<file path="src/rtl/mcr_pkg.sv">
// Shared types, widths and constant tables for the coefficient requantiser.
// Used by mcr_root_pipe and mp3_coefficient_requantiser_unit; no dependencies.
package mcr_pkg;

    localparam int FRACTION_BITS = 12;

    localparam int Q_W       = 15;          // quantised value and its magnitude
    localparam int R_W       = 21;          // cube root, 16 fraction bits
    localparam int R2_W      = 2 * R_W;     // running square of the root
    localparam int RAD_SHIFT = 48;
    localparam int REM_W     = 63;          // radicand remainder
    localparam int D_W       = REM_W + 3;   // trial increment of the cube
    localparam int P_W       = Q_W + R_W;   // |q|^(4/3), 16 fraction bits
    localparam int P_LO_W    = P_W / 2;
    localparam int P_HI_W    = P_W - P_LO_W;
    localparam int G_W       = 29;          // 2^(frac/4) in Q28
    localparam int PP_LO_W   = P_LO_W + G_W;
    localparam int PP_HI_W   = P_HI_W + G_W;
    localparam int T_W       = P_W + G_W + 1;
    localparam int MAG_W     = 31;
    localparam int EXP_W     = 8;
    localparam int E_W       = 10;          // quarter-step exponent, signed
    localparam int SFS_W     = 5;           // scalefactor plus pretab
    localparam int BAND_W    = 5;
    localparam int NUM_BANDS = 22;

    localparam int RND_SHIFT = 43 - FRACTION_BITS;
    localparam int OUT_SHIFT = 44 - FRACTION_BITS;

    localparam logic [E_W-1:0] GAIN_OFFSET = E_W'(210);

    localparam logic [1:0] KIND_LONG  = 2'd0;
    localparam logic [1:0] KIND_MIXED = 2'd1;
    localparam logic [1:0] KIND_SHORT = 2'd2;

    typedef struct packed {
        logic             neg;
        logic [EXP_W-1:0] expo;
        logic [1:0]       frac;
        logic [Q_W-1:0]   mag_q;
    } t_side;

    function automatic logic [1:0] pretab(input logic [BAND_W-1:0] band);
        logic [1:0] v;
        case (band)
            5'd11, 5'd12, 5'd13, 5'd14: v = 2'd1;
            5'd15, 5'd16, 5'd20:        v = 2'd2;
            5'd17, 5'd18, 5'd19:        v = 2'd3;
            default:                    v = 2'd0;
        endcase
        return v;
    endfunction

    function automatic logic [G_W-1:0] quarter_gain(input logic [1:0] frac);
        logic [G_W-1:0] g;
        case (frac)
            2'd0:    g = G_W'(268435456);
            2'd1:    g = G_W'(319225354);
            2'd2:    g = G_W'(379625062);
            default: g = G_W'(451452825);
        endcase
        return g;
    endfunction

endpackage

</file>
<file path="src/rtl/mcr_root_pipe.sv">
// Pipelined cube root of |q| * 2^48, one result bit per stage after the load stage.
// Carries the item's side data alongside. Depends on mcr_pkg.
module mcr_root_pipe (
    input  logic                     i_clk,
    input  logic                     i_rst_n,
    input  logic                     i_valid,
    output logic                     o_stall,
    input  mcr_pkg::t_side           i_side,
    output logic                     o_valid,
    input  logic                     i_stall,
    output mcr_pkg::t_side           o_side,
    output logic [mcr_pkg::R_W-1:0]  o_root
);

    localparam int NS = mcr_pkg::R_W + 1;

    logic                         r_valid [0:NS-1];
    mcr_pkg::t_side               r_side  [0:NS-1];
    logic [mcr_pkg::REM_W-1:0]    r_rem   [0:NS-1];
    logic [mcr_pkg::R_W-1:0]      r_root  [0:NS-1];
    logic [mcr_pkg::R2_W-1:0]     r_sq    [0:NS-1];
    logic                         ready   [0:NS-1];

    // a stage may load when it is empty or its item moves on
    always_comb begin
        ready[NS-1] = !r_valid[NS-1] || !i_stall;
        for (int k = NS - 2; k >= 0; k--) begin
            ready[k] = !r_valid[k] || ready[k+1];
        end
    end

    assign o_stall = !ready[0];

    always_ff @(posedge i_clk) begin
        if (!i_rst_n) begin
            r_valid[0] <= 1'b0;
        end else if (ready[0]) begin
            r_valid[0] <= i_valid;
        end
    end

    always_ff @(posedge i_clk) begin
        if (ready[0] && i_valid) begin
            r_side[0] <= i_side;
            r_rem[0]  <= mcr_pkg::REM_W'(i_side.mag_q) << mcr_pkg::RAD_SHIFT;
            r_root[0] <= '0;
            r_sq[0]   <= '0;
        end
    end

    for (genvar k = 1; k < NS; k++) begin : g_stage
        localparam int B = mcr_pkg::R_W - k;

        logic [mcr_pkg::D_W-1:0]   d;
        logic                      take;
        logic [mcr_pkg::REM_W-1:0] n_rem;
        logic [mcr_pkg::R_W-1:0]   n_root;
        logic [mcr_pkg::R2_W-1:0]  n_sq;

        // (r + 2^B)^3 - r^3 = 3 r^2 2^B + 3 r 2^2B + 2^3B
        always_comb begin
            d = (mcr_pkg::D_W'(r_sq[k-1]) << B)
              + (mcr_pkg::D_W'(r_sq[k-1]) << (B + 1))
              + (mcr_pkg::D_W'(r_root[k-1]) << (2 * B))
              + (mcr_pkg::D_W'(r_root[k-1]) << (2 * B + 1))
              + (mcr_pkg::D_W'(1) << (3 * B));
            take = d <= mcr_pkg::D_W'(r_rem[k-1]);
            if (take) begin
                n_rem  = mcr_pkg::REM_W'(mcr_pkg::D_W'(r_rem[k-1]) - d);
                n_root = r_root[k-1] | (mcr_pkg::R_W'(1) << B);
                n_sq   = r_sq[k-1] + (mcr_pkg::R2_W'(r_root[k-1]) << (B + 1))
                       + (mcr_pkg::R2_W'(1) << (2 * B));
            end else begin
                n_rem  = r_rem[k-1];
                n_root = r_root[k-1];
                n_sq   = r_sq[k-1];
            end
        end

        always_ff @(posedge i_clk) begin
            if (!i_rst_n) begin
                r_valid[k] <= 1'b0;
            end else if (ready[k]) begin
                r_valid[k] <= r_valid[k-1];
            end
        end

        always_ff @(posedge i_clk) begin
            if (ready[k] && r_valid[k-1]) begin
                r_side[k] <= r_side[k-1];
                r_rem[k]  <= n_rem;
                r_root[k] <= n_root;
                r_sq[k]   <= n_sq;
            end
        end
    end

    assign o_valid = r_valid[NS-1];
    assign o_side  = r_side[NS-1];
    assign o_root  = r_root[NS-1];

endmodule

</file>
<file path="config.mk">
export PLATFORM = sky130hd
export DESIGN_NAME = mcr_root_pipe
export DESIGN_NICKNAME = d
export VERILOG_FILES = /design/src/rtl/mcr_pkg.sv /design/src/rtl/mcr_root_pipe.sv
export SDC_FILE = /design/constraint.sdc
export NUM_CORES = 2
export LEC_CHECK = 0
export ABC_AREA = 1
export CAP_MARGIN = 10
export CORE_MARGIN = 1.5
export CORE_UTILIZATION = 43
export DETAILED_ROUTE_END_ITERATION = 12
export DONT_BUFFER_PORTS = 1
export GPL_TIMING_DRIVEN = 0
export PLACE_DENSITY = 0.61
export SLEW_MARGIN = 20
export SYNTH_ARGS = -nofsm -noshare
export SYNTH_HDL_FRONTEND = slang
export SYNTH_SLANG_ARGS = --single-unit
</file>
<file path="constraint.sdc">
create_clock -name i_clk -period 12.5 [get_ports i_clk]
set_input_delay 0.625 -clock i_clk [delete_from_list [all_inputs] [get_ports i_clk]]
set_output_delay 0.625 -clock i_clk [all_outputs]
set_load 0.02 [all_outputs]
</file>
==> flow_summary.toml <==
[timing]
slew_headroom_pct = 17.70
holdWs_ps = 72.65
worstMarginPinSlew_ps = 1219
setup_violations = 0
period_share_pct = 60.10
fmax_mhz = 133.1
fin_skew_ps = 135.0
finalSetupTns_ps = 0
min_period_ps = 7512
rsz0062_at_grt = "no"
finalMaxSlewViolations = 0
finalHoldViolCount = 0

[logic_synthesis]
synth_top_area_share_pct = 40.47
yosysMostFrequentCell = "nand2_1"
synth-seq-cells = 1843
ys_seq_area_share_pct = 40.48
yosys-top-cells-area = "edfxtp_1 (40%), ha_1 (14%), nand2_1 (7.2%)"
synthArstFlopShare_pct = 0
synth_fp_nets = 16820
synth_area_leader_cell = "edfxtp_1"
ys_warn_count = 0
synth_top_cells_by_count = "nand2_1 (2,607), inv_1 (2,027), edfxtp_1 (1,842)"
syn_area_sq_um = 136700
ys_dominant_reg_cell = "edfxtp_1"
synth-edff-count = 1842
ys_types = 77
synth.avg_cell_area_sq_um = 9.165
netlist_instances = 14910

[grt]
grt_pass1_vias = 99680
grtUsageTotal_pct = 23.70
gr-total-overflow = 0
antenna_found_initial = 18
grt_max_degree = 91
grt_pass1_wl_mm = 588.2

[drt]
antenna_left = 0
drt_pass1_iterations = 6
via_count = 103500
wire_per_inst_microns = 19.92
drt_iter0_drc = 7970
viasPerCell = 5.300
drt_wl_total_mm = 389.2
drc_errors = 0

[die]
dieArea_sq_um = 321300
rows = 206
pin_count = 79
start_util_pct = 43.32
die_h_microns = 566.8
coreArea_sq_um = 315500
die_x_microns = 566.8

[layout]
nets = 17090
final_area_sq_um = 150300
fillers = 30150
drive_above_1_share_pct = 4.250
instances_no_fill = 19540
syn2layout_area_growth_pct = 9.994

[placement]
portBuffers = 0
gp_congestion = 0.9777
post_dp_cell_area_sq_um = 143000
dp_cells = 19120
place_hpwl_mm = 325.2

[critical_path]
critical_path_peak_fanout = 10
end_kind = "flop"
worstPathArrival_ps = 8190
cp_top_family = "adder cells"
critPathBufInv = 9
rrSetupSlack_ps = 4990
cpMostUsedCell = "nand2_1"
crit_type = "flop to flop"
start_kind = "flop"
critical_path.max_stage_delay_ps = 480
reg2reg_to = "r_rem[2][229]"
worstPathRequired_ps = 13180
reg2reg_from = "r_sq[4][92]"
critPathSlowestCell = "edfxtp_1"
r2r_cells = 36

[status]
status = "complete, no violations"

[min_path]
hold_class = "primary input to flop"
min-delay-start = "i_stall"
holdPathEnd = "r_valid[4][3]"
min_path_cells = 3

[pwr]
max-vdd-ir-drop_mv = 0.1467
leakagePower_nw = 62.62
power_density_nw_per_um2 = 88.19

[flow_run]
drv_cap = 0

[cts]
post-cts-setup-buffers = 0
cts_sinks = 1843
cts_hold_buf = 27
cts.path.max_buffers = 4
path_clk_slew_ps = 60
htree_levels = 4
numCtsBuffers = 205
cts_tree = "done"
root_buffer = "clkbuf_16"
clk_latency_ps = 950
post_cts_resized = 0
-- worst max path at each step --
| stage | slack [ps] | to | startpoint | cells after the start |
|---|---|---|---|---|
| after CTS | 5040 | r_rem[2][31] | r_root[1][157] | 27 |
| after detailed placement | 5050 | r_rem[2][31] | r_root[1][157] | 27 |
| after global placement | 2830 | r_rem[2][234] | i_stall | 3 |
| after global routing | 4620 | r_rem[2][223] | r_rem[2][135] | 36 |
| final | 4990 | r_rem[2][229] | r_sq[4][92] | 36 |
| after floorplan | 5370 | r_rem[2][195] | i_stall | 3 |
-- kinds of logic after synthesis --
kind of cell	after synthesis	share of synthesized area [%]
buffers and inverters	2214	6.248
multiplexers	1	0.008238
adder cells (fa/ha/maj)	1871	19.00
flip-flops	1843	40.48
AND/OR/NAND/NOR	4832	14.76
XOR/XNOR	1162	7.446
AO/OA/AOI/OAI	2991	12.06
-- per-layer routing --
layer / track usage, % / wire length [microns]
met1: 32.29 / 174000
met2: 39.61 / 181900
met3: 2.652 / 20930
met4: 6.995 / 12370
met5: 0 / 0
-- layout make-up --
type	instances	area [sq um]	area share, %
multi-input cells	10860	72900	48.49
clock inverters	142	1742	1.158
diodes	11	27.53	0.01831
well taps	4160	5205	3.462
inverters	2040	7692	5.117
repair buffers	72	1276	0.8489
flip-flops and latches	1843	55330	36.80
clock buffers	236	5289	3.518
plain buffers	174	879.6	0.5851
-- tightest hold or removal path, stage by stage --
cell	delay (ps)
nand3_2	80
nor2_4	60
nand2_1	60
-- sequential cells by signal (all words and copies together), names as in the netlist --
register,flops
r_valid,22
r_sq,385
r_side,568
r_root,212
r_rem,656
-- metrics by stage --
| stage | setup WS (ps) | power [W] | util (%) |
|---|---|---|---|
| after global routing | 4621 | 0.01367 | 47.65 |
| after floorplan | 5370 | 0.007013 | - |
| after global placement | 2832 | 0.007067 | 44.97 |
| after detailed placement | 5055 | 0.007070 | 45.33 |
| after CTS | 5042 | 0.01342 | 47.65 |
| final | 4988 | 0.01326 | 47.65 |
-- power breakdown --
group / switching, W / total (W) / internal (W) / leakage (nW)
logic: 0.000115 / 0.000187 / 0.0000725 / 42.5
registers: 0.0000201 / 0.00676 / 0.00674 / 16.7
clock network: 0.00262 / 0.00631 / 0.00369 / 3.38
total: 0.00276 / 0.0133 / 0.0105 / 62.6
-- layout by cell type, fill, tap and decap left out, types with 19 or more instances in the layout --
master / netlist / layout
nor2_1: 1208 / 1197
buf_2: 70 / 70
nor2_4: 11 / 22
inv_1: 2027 / 2016
ha_1: 1530 / 1530
nand3_1: 450 / 450
nor3_1: 155 / 155
o21bai_1: 58 / 58
clkbuf_16: 0 / 207
bufinv_16: 0 / 30
nand4_1: 152 / 152
nor4_1: 65 / 64
xnor2_1: 617 / 617
a21o_1: 87 / 87
a31oi_1: 160 / 160
clkbuf_1: 76 / 105
or2_2: 66 / 66
o211ai_1: 43 / 43
dlygate4sd3_1: 0 / 27
a21oi_1: 1224 / 1224
o221ai_1: 22 / 22
o21a_1: 64 / 64
o21ai_2: 19 / 19
buf_12: 0 / 31
clkinv_1: 2 / 38
nand2_1: 2607 / 2607
o21ai_1: 92 / 92
a211oi_1: 30 / 30
o31ai_1: 26 / 26
nand3b_1: 31 / 31
edfxtp_1: 1842 / 1842
a21boi_0: 39 / 39
xor2_1: 545 / 545
fa_1: 341 / 341
clkinv_2: 0 / 27
o21ai_0: 1057 / 1057
No activity file was read; power rests on OpenSTA's default activity.
